## src/hdl/apq_pkg.sv

```systemverilog
package apq_pkg;

  // Store geometry
  localparam int unsigned Capacity = 8;
  localparam int unsigned IdxW     = $clog2(Capacity);
  localparam int unsigned CntW     = $clog2(Capacity + 1);
  localparam int unsigned DataW    = 32;

  // Operation codes
  typedef enum logic {
    FUNC_PUSH = 1'b0,
    FUNC_POP  = 1'b1
  } func_e;

  // Result status codes
  typedef enum logic [1:0] {
    ST_DONE  = 2'd0,
    ST_FULL  = 2'd1,
    ST_EMPTY = 2'd2
  } status_e;

  // One stored entry
  typedef struct packed {
    logic signed [DataW-1:0] pri;
    logic signed [DataW-1:0] val;
  } entry_t;

  // True when entry a ranks strictly above entry b: higher priority, then larger value
  function automatic logic ranks_above(
    input logic signed [DataW-1:0] a_pri,
    input logic signed [DataW-1:0] a_val,
    input logic signed [DataW-1:0] b_pri,
    input logic signed [DataW-1:0] b_val
  );
    return (a_pri > b_pri) || ((a_pri == b_pri) && (a_val > b_val));
  endfunction

endpackage

```

## src/hdl/apq_ram.sv

```systemverilog
module apq_ram #(
  parameter int unsigned Width = 64,
  parameter int unsigned Depth = 8
) (
  input  logic                     clk_i,
  input  logic                     we_i,
  input  logic [$clog2(Depth)-1:0] waddr_i,
  input  logic [Width-1:0]         wdata_i,
  input  logic [$clog2(Depth)-1:0] raddr_i,
  output logic [Width-1:0]         rdata_o
);

  logic [Width-1:0] mem_q [Depth];
  logic [Width-1:0] rdata_q;

  // Write one word, read one word with registered data
  always_ff @(posedge clk_i) begin
    if (we_i) begin
      mem_q[waddr_i] <= wdata_i;
    end
    rdata_q <= mem_q[raddr_i];
  end

  assign rdata_o = rdata_q;

endmodule

```

## src/hdl/array_priority_queue_unit.sv

```systemverilog
// Bounded priority queue of eight entries kept in arrival order.
// Command channel: drive func_i, item_value_i and item_priority_i and raise
// start; the word is taken at a rising edge where start is high and busy is
// low. Push (FUNC_PUSH) appends an entry, pop (FUNC_POP) removes the entry of
// highest priority (larger value, then earlier slot, breaks ties).
// Result channel: done_o is high for exactly one cycle and carries status_o,
// entry_count_o and the top entry after the operation; the receiver must
// take it in that cycle, as it cannot hold results off.
// Latency: a push, a pop on an empty queue and a pop that empties the queue
// answer in the cycle after acceptance and leave busy low, so a new word may
// follow at once. Any other pop shifts any later entries down one slot per
// cycle through the entry RAM, then rescans the held entries one RAM read per
// cycle for the new top, with busy high for all cycles before the result.
// The single-port-read entry RAM sets both loops.
// Reset clears the count and the sequencer; the queue is then empty and the
// RAM contents are never read before they are written.
module array_priority_queue_unit (
  input  logic                                clk_i,
  input  logic                                rst_ni,
  input  logic                                start,
  output logic                                busy,
  input  logic                                func_i,
  input  logic signed [apq_pkg::DataW-1:0]    item_value_i,
  input  logic signed [apq_pkg::DataW-1:0]    item_priority_i,
  output logic                                done_o,
  output logic [1:0]                          status_o,
  output logic [3:0]                          entry_count_o,
  output logic                                top_valid_o,
  output logic signed [apq_pkg::DataW-1:0]    top_value_o,
  output logic signed [apq_pkg::DataW-1:0]    top_priority_o
);
  import apq_pkg::*;

  typedef enum logic [2:0] {
    S_IDLE  = 3'b001,
    S_SHIFT = 3'b010,
    S_SCAN  = 3'b100
  } state_e;

  state_e              state_q, state_d;
  logic [CntW-1:0]     count_q, count_d;
  logic [IdxW-1:0]     top_idx_q, top_idx_d;
  logic signed [DataW-1:0] top_val_q, top_val_d;
  logic signed [DataW-1:0] top_pri_q, top_pri_d;
  logic [IdxW-1:0]     ptr_q, ptr_d;
  logic [CntW-1:0]     rd_q, rd_d;
  logic                rv_q, rv_d;
  logic [IdxW-1:0]     ci_q, ci_d;
  logic                done_q, done_d;
  status_e             status_q, status_d;

  logic                accept;
  logic                ram_we;
  logic [IdxW-1:0]     ram_waddr;
  entry_t              ram_wdata;
  logic [IdxW-1:0]     ram_raddr;
  entry_t              ram_rdata;
  logic [CntW-1:0]     count_dec;

  assign accept    = start && (state_q == S_IDLE);
  assign count_dec = count_q - CntW'(1);

  apq_ram #(
    .Width($bits(entry_t)),
    .Depth(Capacity)
  ) u_ram (
    .clk_i  (clk_i),
    .we_i   (ram_we),
    .waddr_i(ram_waddr),
    .wdata_i(ram_wdata),
    .raddr_i(ram_raddr),
    .rdata_o(ram_rdata)
  );

  // Sequence push, shift-down and top rescan
  always_comb begin
    state_d   = state_q;
    count_d   = count_q;
    top_idx_d = top_idx_q;
    top_val_d = top_val_q;
    top_pri_d = top_pri_q;
    ptr_d     = ptr_q;
    rd_d      = rd_q;
    rv_d      = 1'b0;
    ci_d      = ci_q;
    done_d    = 1'b0;
    status_d  = status_q;
    ram_we    = 1'b0;
    ram_waddr = ptr_q;
    ram_wdata = ram_rdata;
    ram_raddr = IdxW'(CntW'(top_idx_q) + CntW'(1));

    unique case (state_q)
      S_IDLE: begin
        if (accept) begin
          if (func_e'(func_i) == FUNC_PUSH) begin
            done_d = 1'b1;
            if (count_q >= CntW'(Capacity)) begin
              // drop the word, queue unchanged
              status_d = ST_FULL;
            end else begin
              // append and fold the new entry into the cached top
              status_d      = ST_DONE;
              ram_we        = 1'b1;
              ram_waddr     = count_q[IdxW-1:0];
              ram_wdata.pri = item_priority_i;
              ram_wdata.val = item_value_i;
              count_d       = count_q + CntW'(1);
              if ((count_q == '0) ||
                  ranks_above(item_priority_i, item_value_i, top_pri_q, top_val_q)) begin
                top_idx_d = count_q[IdxW-1:0];
                top_pri_d = item_priority_i;
                top_val_d = item_value_i;
              end
            end
          end else begin
            if (count_q == '0) begin
              done_d   = 1'b1;
              status_d = ST_EMPTY;
            end else begin
              status_d = ST_DONE;
              count_d  = count_dec;
              if (count_dec == '0) begin
                done_d = 1'b1;
              end else if (CntW'(top_idx_q) < count_dec) begin
                // read of the slot after the top is already under way
                state_d = S_SHIFT;
                ptr_d   = top_idx_q;
              end else begin
                state_d = S_SCAN;
                rd_d    = '0;
              end
            end
          end
        end
      end
      S_SHIFT: begin
        // move one entry down a slot per cycle
        ram_we    = 1'b1;
        ram_waddr = ptr_q;
        ram_wdata = ram_rdata;
        ram_raddr = IdxW'(CntW'(ptr_q) + CntW'(2));
        if ((CntW'(ptr_q) + CntW'(1)) < count_q) begin
          ptr_d = ptr_q + IdxW'(1);
        end else begin
          state_d = S_SCAN;
          rd_d    = '0;
        end
      end
      S_SCAN: begin
        // issue one read per cycle, compare the word that returns
        ram_raddr = rd_q[IdxW-1:0];
        if (rd_q < count_q) begin
          rv_d = 1'b1;
          ci_d = rd_q[IdxW-1:0];
          rd_d = rd_q + CntW'(1);
        end
        if (rv_q) begin
          if ((ci_q == '0) ||
              ranks_above(ram_rdata.pri, ram_rdata.val, top_pri_q, top_val_q)) begin
            top_idx_d = ci_q;
            top_pri_d = ram_rdata.pri;
            top_val_d = ram_rdata.val;
          end
          if ((CntW'(ci_q) + CntW'(1)) == count_q) begin
            state_d = S_IDLE;
            done_d  = 1'b1;
          end
        end
      end
      default: begin
        state_d = S_IDLE;
      end
    endcase
  end

  // Hold control state
  always_ff @(posedge clk_i or negedge rst_ni) begin
    if (!rst_ni) begin
      state_q  <= S_IDLE;
      count_q  <= '0;
      rv_q     <= 1'b0;
      done_q   <= 1'b0;
      status_q <= ST_DONE;
    end else begin
      state_q  <= state_d;
      count_q  <= count_d;
      rv_q     <= rv_d;
      done_q   <= done_d;
      status_q <= status_d;
    end
  end

  // Hold top entry and sequencer pointers
  always_ff @(posedge clk_i) begin
    top_idx_q <= top_idx_d;
    top_val_q <= top_val_d;
    top_pri_q <= top_pri_d;
    ptr_q     <= ptr_d;
    rd_q      <= rd_d;
    ci_q      <= ci_d;
  end

  // Drive result word
  assign busy           = (state_q != S_IDLE);
  assign done_o         = done_q;
  assign status_o       = status_q;
  assign entry_count_o  = 4'(count_q);
  assign top_valid_o    = (count_q != '0);
  assign top_value_o    = top_valid_o ? top_val_q : '0;
  assign top_priority_o = top_valid_o ? top_pri_q : '0;

  // Checks
  a_done_idle: assert property (@(posedge clk_i) disable iff (!rst_ni)
    done_q |-> (state_q == S_IDLE))
    else $error("result issued while sequencer busy");

  a_full_count: assert property (@(posedge clk_i) disable iff (!rst_ni)
    (done_q && (status_q == ST_FULL)) |-> (count_q == CntW'(Capacity)))
    else $error("push dropped while store not full");

  a_empty_count: assert property (@(posedge clk_i) disable iff (!rst_ni)
    (done_q && (status_q == ST_EMPTY)) |-> (count_q == '0))
    else $error("empty pop reported with entries held");

  a_shift_bound: assert property (@(posedge clk_i) disable iff (!rst_ni)
    (state_q == S_SHIFT) |-> (CntW'(ptr_q) < count_q))
    else $error("shift writes beyond held entries");

  a_scan_bound: assert property (@(posedge clk_i) disable iff (!rst_ni)
    rv_q |-> ((state_q == S_SCAN) && (CntW'(ci_q) < count_q)))
    else $error("scan compares an entry that is not held");

endmodule
```

## config.mk

```make
export PLATFORM = sky130hd
export DESIGN_NAME = array_priority_queue_unit
export DESIGN_NICKNAME = d
export VERILOG_FILES = /design/src/hdl/apq_pkg.sv /design/src/hdl/apq_ram.sv /design/src/hdl/array_priority_queue_unit.sv
export SDC_FILE = /design/constraint.sdc
export NUM_CORES = 1
export LEC_CHECK = 0
export BUFFER_PORTS_ARGS = -buffer_cell sky130_fd_sc_hd__clkbuf_2
export CELL_PAD_IN_SITES_DETAIL_PLACEMENT = 0
export CELL_PAD_IN_SITES_GLOBAL_PLACEMENT = 1
export CORE_ASPECT_RATIO = 1.75
export CORE_MARGIN = 4
export CORE_UTILIZATION = 51
export DETAILED_ROUTE_END_ITERATION = 10
export PLACE_DENSITY = 0.77
export RECOVER_POWER = 50
export SYNTH_ARGS = -nofsm -noshare
export SYNTH_HDL_FRONTEND = slang
export SYNTH_SLANG_ARGS = --single-unit
```

## constraint.sdc

```tcl
create_clock -name clk_i -period 15.9 [get_ports clk_i]
set_clock_uncertainty 0.05 [all_clocks]
set_input_delay 3.18 -clock clk_i [delete_from_list [all_inputs] [get_ports clk_i]]
set_output_delay 3.18 -clock clk_i [all_outputs]
set_load 0.05 [all_outputs]
```

Word level (Yosys, flattened, before mapping). Memories as Yosys holds them, arrays and structs flattened. A register that Yosys moved wholly into a read port is not among the register bits. Cells that the tools add are included. W data, S select, Z words.

Flip-flop bits (word level): 88. RAM bits: 512. Bits of input ports: 68. Logic and storage cells: 150. Memories kept: 1.

Memory list: u_ram.mem_q (depth 8, width 64, read ports 1, clocked after memory_dff 1, write ports 1, RTL line apq_ram.sv:13) `logic [Width-1:0] mem_q [Depth];`.

Add/subtract/negate cells: 8. $lt $le $gt $ge: 8. Eq/ne operators: 24. Muxes and demuxes: 77. Reductions and logical operators: 21.

Operators by type and width (number): $mux W32 (14); $mux W64 (4); $gt A32 B32 Y1 (4); $pmux W32 S2 (2); $mux W3 (24); $eq A32 B32 Y1 (2); $mux W4 (10); $ne A2 B2 Y1 const B (15); $reduce_and A7 Y1 (3); $pmux W3 S2 (3); $mux W1 (14); $pmux W4 S3 (1); $pmux W3 S3 (1); $add A3 B1 Y4 const B (2); $add A4 B1 Y4 const B (2); $logic_not A4 Y1 (2); $lt A4 B4 Y1 (2); $reduce_and A8 Y1 (1); $add A3 B1 Y3 const B (2); $eq A4 B4 Y1 (1); $ge A4 B4 Y1 const B (1); $logic_or A1 B1 Y1 (4); $lt A3 B4 Y1 (1); $mux W2 (2); 15 further kinds (21).

Logic depth before layout (Yosys ltp). Gate-level depths: netlist of run 1.

Depth after elaboration: 9. Gate-level depth with buffers: 12. Gate-level depth less buffers: 10.

Cells and area by module. Synthesis of run 1 repeated with hierarchy kept, for this count alone.

Cells, all modules: 1811. Area total of the unflattened synthesis: 28949.0 um^2.

Modules (own cells, without submodules): apq_ram (times used 1, cells each 816, area each 20547.2 um^2, seq. area each 16656.0 um^2); array_priority_queue_unit (times used 1, cells each 995, area each 8401.8 um^2, seq. area each 2588.7 um^2).

Least setup slack after synthesis of run 1. Ideal clock, no wire load.

Path kind: input-to-reg. From: in item_priority_i[22] (netlist name). To: reg top_idx_q[0], enable pin. Library setup time: 0.592 ns. Arrival time: 9.537 ns. Slack: 5.721 ns. Stages on the path: 8. Path buffers: 0. Path through: ha_1 -> nand4_1 -> or3_1 -> o21ai_0 -> a211oi_1 -> o41ai_1 -> nor3_1 -> a211oi_1.

Cells in the longest elaborated chain, start to end: 6. Elaborated cells on any way between the ends: 7.

RTL lines: start, declared (RTL line array_priority_queue_unit.sv:24) `input logic signed [apq_pkg::DataW-1:0] item_priority_i,`; parallel branches: the longest is 2 deep, another holds $gt A32 B32 Y1; $logic_or A1 B1 Y1 (*) (RTL line apq_pkg.sv:35) `return (a_pri > b_pri) || ((a_pri == b_pri) && (a_val > b_val));`; $logic_or A1 B1 Y1 (*) (RTL line array_priority_queue_unit.sv:109) `if ((count_q == '0) ||`; $ne A2 B1 Y1 (no source line) (*); $reduce_and A7 Y1 (no source line) (*); end signal, assigned (RTL line array_priority_queue_unit.sv:196) `top_idx_q <= top_idx_d;`; end, declared (RTL line array_priority_queue_unit.sv:42) `logic [IdxW-1:0] top_idx_q, top_idx_d;`.

Mark *: on every way between the ends. A chain may end at the register's enable or synchronous reset.

Worst setup path in the final report of run 1.
From: in func_i. To: mem u_ram.mem_q[7][26], enable pin.

Cells in the longest elaborated chain, start to end: 5. Elaborated cells on any way between the ends: 8.

RTL lines: start, declared (RTL line array_priority_queue_unit.sv:22) `input logic func_i,`; $mux W1 (RTL line array_priority_queue_unit.sv:96) `if (func_e'(func_i) == FUNC_PUSH) begin`; $mux W1 (RTL line array_priority_queue_unit.sv:95) `if (accept) begin`; $pmux W1 S2 (RTL line array_priority_queue_unit.sv:93) `unique case (state_q)`; $mux W1 (RTL line apq_ram.sv:18) `if (we_i) begin`; $mux W1 (not written as such) (RTL line apq_ram.sv:19) `mem_q[waddr_i] <= wdata_i;`; end, declared (RTL line apq_ram.sv:13).

Parallel ways exist; a longest one is shown, timed or not.

==> run_results.csv, run 1 <==
group,metric,value,unit
layout,area_growth,10.9,%
grt,grt_max_degree,257,
logic_synthesis,ys_async_sr_fraction,1.66,%
pwr,vdd_drop_max,0.125,mV
sta,final-hold-violation-count,0,
worst_setup_path,worstPathArrival,9.23,ns
worst_setup_path,crit_type,"primary input to register",
sta,fmax,110,MHz
worst_setup_path,critPathRequiredTime,16.06,ns
clock_network,clkTransAtPathRegs,0.07,ns
clock_network,h-tree-depth,2,
clock_network,insertion_delay,0.60,ns
layout,drive_gt1_share,14.9,%
worst_setup_path,critPathLaunchType,"primary input",
place,port_buffers,140,
logic_synthesis,yosysTopAreaCellShare,59.3,%
floorplanning,die_y,328,um
worst_setup_path,crit_path_end_kind,"register",
drt,final_antenna_net_count,0,
floorplanning,core_area,58000,um2
logic_synthesis,synth_cells,2357,
clock_network,cts_setup_buffers,0,
logic_synthesis,yosysTopAreaCell,"edfxtp_1",
sta,timing.final.crit_share,57.0,%
logic_synthesis,seq_area_frac_synth,64.6,%
floorplanning,initial_core_util,51.4,%
layout,design_area,33100,um2
worst_setup_path,max_stage_delay,2.37,ns
logic_synthesis,ys_types,55,
grt,grt_pass1_wl,105000,um
drt,drt_wl_total,68800,um
logic_synthesis,synthFlopType,"edfxtp_1",
worst_setup_path,critical_path.cell_chain,"clkbuf_1 > nor2_1 > nand3_1 > clkbuf_1 > a21oi_1 > nor2_4 > buf_4",
floorplanning,num_rows,117,
sta,setup_viol,0,
clock_network,clockBufferDepth,3,
pwr,p_leak,12.7,nW
layout,antennaDiodeCount,0,
logic_synthesis,synth_area_leaders,"edfxtp_1, nand2_1, ha_1",
clock_network,numClockSinks,664,
logic_synthesis,syn-num-nets,2570,
sta,slew_headroom,-172,%
clock_network,clock_tree.root_cell,"clkbuf_16",
drt,viasPerCell,5.59,
min_path,hold_path_class,"register to register",
logic_synthesis,yosysMostFrequentCell,"edfxtp_1",
place,postPlaceCellArea,31300,um2
run,cap_violations,6,
drt,drt_pass1_iterations,5,
clock_network,cts_resized,0,
min_path,min_from,"status_o[0]$_DFFE_PN0P_",
sta,worst_slack,6.83,ns
grt,antenna_found_initial,2,
layout,n_fill_cell,4794,
status,status,"finished, violations left",
worst_setup_path,critPathLaunch,"func_i",
drt,routedWlPerCell,20.9,um
sta,holdWs,0.456,ns
sta,drv_slew,346,
place,dp_hpwl,42400,um
pwr,p_per_area,165,nW/um2
logic_synthesis,synth_edf_count,589,
grt,grt_usage,21.6,%
worst_setup_path,regToRegStartpoint,"state_q[1]$_DFFE_PN0P_",
grt,grt_pass1_vias,18351,
layout,final_nets,2679,
worst_setup_path,crit_top_cell,"clkbuf_1",
clock_network,cts_tree,"done",
place,placed_cells,3181,
drt,drt_iter0_markers,1285,
worst_setup_path,worstPathMaxFanout,55,
logic_synthesis,synth_seq_cells,664,
status,violations,"capacitance limit, slew limit",
grt,gr-total-overflow,0,
layout,final_cells,3284,
place,dp_slack,8.45,ns
floorplanning,ios,141,
floorplanning,die_x,191,um
logic_synthesis,synth_common_cells,"edfxtp_1, nand2_1, nor2_1",
clock_network,cts_buffers,56,
drt,vias,18367,
clock_network,cts_hold_buf,0,
sta,rsz0062_at_grt,"false",
logic_synthesis,syn-cell-area,29800,um2
floorplanning,die-area,62500,um2
logic_synthesis,synth.avg_cell_area,12.6,um2
sta,tightest_slew,4.07,ns
worst_setup_path,crit_path_top_delay_cell,"clkbuf_1",
sta,min_period,9.07,ns
place,place_congestion,0.819,
sta,tns,0,ns
drt,drc,0,
logic_synthesis,yosysWarnings,0,
## state kept, by name (all words and copies together) (netlist names)
| signal | flops |
|---|---|
| ptr_q | 3 |
| rv_q | 1 |
| top_idx_q | 3 |
| ci_q | 3 |
| top_pri_q | 32 |
| entry_count_o | 4 |
| done_o | 1 |
| u_ram.mem_q | 512 |
| status_o | 2 |
| u_ram.rdata_o | 64 |
| rd_q | 4 |
| top_val_q | 32 |
| state_q | 3 |
## cell type report
class | count | area (um2) | share of cell area (%)
flip-flops and latches | 664 | 19200 | 58.2
clock inverters | 31 | 324 | 0.980
inverters | 78 | 293 | 0.885
multi-input cells | 1501 | 9860 | 29.8
well taps | 773 | 967 | 2.93
repair buffers | 165 | 882 | 2.67
clock buffers | 72 | 1490 | 4.51
## where the power goes
group	leakage [nW]	internal [mW]	switching (mW)
sequential	6.00	2.34	0.158
combinational	5.87	0.532	1.05
clock	0.866	0.762	0.601
total	12.7	3.64	1.81
## cell families after synthesis
group                      synth area share, %
adders and majority gates                 6.09
DFF                                       64.6
xor gates and xnor gates                 0.353
AOI/OAI and AO/OA                         7.14
and+or+nand+nor                           9.93
buffers and inverters                     2.77
muxes                                     9.17
## critical path: cells and delay by family
kind | cells | cell delay (ns)
buffers and inverters | 3 | 3.42
AND/OR/NAND/NOR | 3 | 1.61
AO/OA/AOI/OAI | 1 | 0.93
## per-layer routing
metal	routed length (um)	GRT usage, %	vias up
met5	8	0	-
met1	28600	28.3	9002
met2	35200	38.4	507
met3	3460	2.66	83
li1	-	-	8773
met4	1510	5.38	2
## per-stage QoR
step	utilization (%)	power [mW]
finish	57.0	5.45
detailed placement	54.0	4.13
floorplan	-	3.66
global placement	54.0	4.08
global route	57.0	5.75
CTS	57.1	5.49
## placed cells by master (no fill, tap or decap), types with 3 or more instances in the layout
master / instances
o21ai_0: 91
nand4_1: 29
nor2_1: 149
nor2_4: 8
nand3_1: 21
o211ai_1: 70
mux2_2: 126
clkinv_2: 6
and2_1: 4
clkinv_4: 4
ha_1: 145
xnor2_1: 8
nand2b_1: 6
a211o_1: 3
nor2b_1: 6
clkinvlp_4: 6
xor2_1: 4
dfrtp_1: 10
buf_4: 17
a21oi_1: 123
a211oi_1: 4
and3_1: 4
mux2i_1: 128
bufinv_16: 6
nand2_1: 484
nor4_1: 9
clkbuf_1: 27
mux2_1: 3
clkbuf_2: 133
a31oi_1: 3
clkbuf_16: 57
dfxtp_1: 64
edfxtp_1: 589
a221oi_1: 4
nor3_1: 11
inv_1: 78
a21o_1: 25
clkinv_1: 9
## worst paths after layout
kind / endpoint / slack (ns) / cells after the start
max in group asynchronous: state_q[2]$_DFFE_PN0P_ / 12.88 / 1
worst max-delay path: u_ram.mem_q[7][26]$_DFFE_PP_ / 6.83 / 7
worst max register to register: u_ram.rdata_o[48]$_DFF_P_ / 7.58 / 7
worst min-delay path: status_o[0]$_DFFE_PN0P_ / 0.46 / 2
worst min register to register: status_o[0]$_DFFE_PN0P_ / 0.46 / 2
min in group asynchronous: status_o[0]$_DFFE_PN0P_ / 2.51 / 1
(Power assumes the default switching activity.)
==> run 2, diff against run 1 <==
clock period = 8.4 ns   (was 15.9 ns; I/O delays follow)
==> run 2 against run 1 <==
Against the previous run: the flow still finishes with violations (capacitance limit, slew limit); critical path type unchanged; via count increased by 1.1%; non-clock buffer count up 2; clock power increased by 90%; sequential power increased by 89%; critical path depth rose by 1; die area is the same; sequential cell count stayed put; final cell count rose by 0.27%; cell area up 0.19%; routed wire length is 2.9% higher; sequential share of layout area fell by 0.11 points; register-to-register slack lost 4.6 ns.
==> run_results.csv, run 2 (synthesized netlist as in run 1, its figures left out) <==
group,metric,value,unit
status,status,"finished, violations left",
status,violations,"capacitance limit, slew limit",
clock_network,cts_resized,0,
min_path,hold_path_class,"register to register",
drt,viasPerCell,5.64,
clock_network,insertion_delay,0.63,ns
worst_setup_path,crit_type,"primary input to register",
layout,final_nets,2683,
place,postPlaceCellArea,31300,um2
sta,tns,0,ns
clock_network,clockBufferDepth,3,
worst_setup_path,crit_path_end_kind,"register",
floorplanning,core_area,58000,um2
layout,design_area,33100,um2
clock_network,h-tree-depth,2,
floorplanning,die-area,62500,um2
drt,vias,18576,
worst_setup_path,critPathLaunchType,"primary input",
grt,grt_pass1_vias,19313,
layout,largest_reg_flops,512,
clock_network,clock_tree.root_cell,"clkbuf_16",
grt,gr-total-overflow,0,
floorplanning,die_x,191,um
place,place_congestion,0.831,
layout,mostFrequentLayoutCells,"edfxtp_1, nand2_1, nor2_1",
floorplanning,initial_core_util,51.4,%
sta,final-hold-violation-count,0,
clock_network,cts_tree,"done",
drt,routedWlPerCell,21.5,um
sta,tightest_slew,3.89,ns
worst_setup_path,worstPathArrival,6.05,ns
clock_network,cts_buffers,58,
pwr,p_leak,12.8,nW
grt,antenna_found_initial,0,
drt,drt_pass1_iterations,7,
place,placed_cells,3183,
worst_setup_path,worstPathMaxFanout,41,
floorplanning,num_rows,117,
sta,timing.final.crit_share,69.7,%
sta,drv_slew,185,
place,dp_hpwl,44300,um
layout,antennaDiodeCount,0,
layout,n_fill_cell,4826,
layout,final_common_cell,"edfxtp_1",
layout,drive_gt1_share,15.4,%
place,port_buffers,140,
sta,slew_headroom,-159,%
run,cap_violations,5,
layout,final_cells,3293,
floorplanning,die_y,328,um
grt,grt_pass1_wl,109000,um
grt,grt_usage,22.4,%
drt,drc,0,
sta,setup_viol,0,
grt,grt_max_degree,257,
layout,final_core_util,57.1,%
sta,rsz0062_at_grt,"false",
sta,holdWs,0.445,ns
pwr,p_per_area,312,nW/um2
pwr,vdd_drop_max,0.198,mV
sta,min_period,5.86,ns
clock_network,numClockSinks,664,
worst_setup_path,critPathRequiredTime,8.59,ns
clock_network,cts_setup_buffers,0,
floorplanning,ios,141,
drt,drt_wl_total,70700,um
drt,drt_iter0_markers,1239,
sta,fmax,171,MHz
layout,area_growth,11.1,%
clock_network,clkTransAtPathRegs,0.07,ns
clock_network,cts_hold_buf,0,
layout,top_register,"u_ram.mem_q",
drt,final_antenna_net_count,0,
## run 2: metal layers
metal  part of all wire [%]  global-route usage, %  vias up
li1                       -                      -     8786
met1                     42                   29.0     9186
met2                     51                   39.9      502
met3                    4.5                   2.42      102
met4                    2.7                   6.80        0
met5                      0                      0        -
## run 2: final timing paths
check / slack [ns] / cells past startpoint / startpoint / to
max: 2.54 / 8 / func_i / u_ram.mem_q[2][8]$_DFFE_PP_
min: 0.44 / 2 / status_o[0]$_DFFE_PN0P_ / status_o[0]$_DFFE_PN0P_
max reg2reg: 2.94 / 6 / state_q[1]$_DFFE_PN0P_ / top_val_q[5]$_DFFE_PP_
min reg2reg: 0.44 / 2 / status_o[0]$_DFFE_PN0P_ / status_o[0]$_DFFE_PN0P_
max in group asynchronous: 6.87 / 1 / rst_ni / state_q[1]$_DFFE_PN0P_
min in group asynchronous: 1.01 / 1 / rst_ni / entry_count_o[0]$_DFFE_PN0P_
## run 2: cell type report
| type | count | area (um2) | area share [%] |
|---|---|---|---|
| sequential | 664 | 19200 | 58.1 |
| multi-input combinational | 1501 | 9860 | 29.8 |
| clock buffer | 77 | 1550 | 4.69 |
| tap | 773 | 967 | 2.92 |
| timing repair buffer | 167 | 913 | 2.76 |
| clock inverter | 33 | 293 | 0.884 |
| inverter | 78 | 293 | 0.884 |
## run 2: power breakdown
group          internal [mW]  switching, mW
Clock                   1.38           1.20
Combinational          0.999           2.01
Sequential              4.43          0.301
Total                   6.82           3.52
## run 2: stage by stage
step           setup slack (ns)  power [mW]
2_1_floorplan              2.04        6.92
3_3_place_gp               2.72        7.72
3_5_place_dp               2.65        7.81
4_1_cts                    3.11        10.4
5_1_grt                    2.13        10.9
6_report                   2.54        10.3
## run 2: worst max-delay path: stages
cell and delay [ns]:
clkbuf_1 0.21, nor2_1 0.21, nand3_1 1.03, nor2_1 0.45, a21oi_1 0.25, nor2_4 0.20
clkbuf_1 1.16, buf_4 0.81
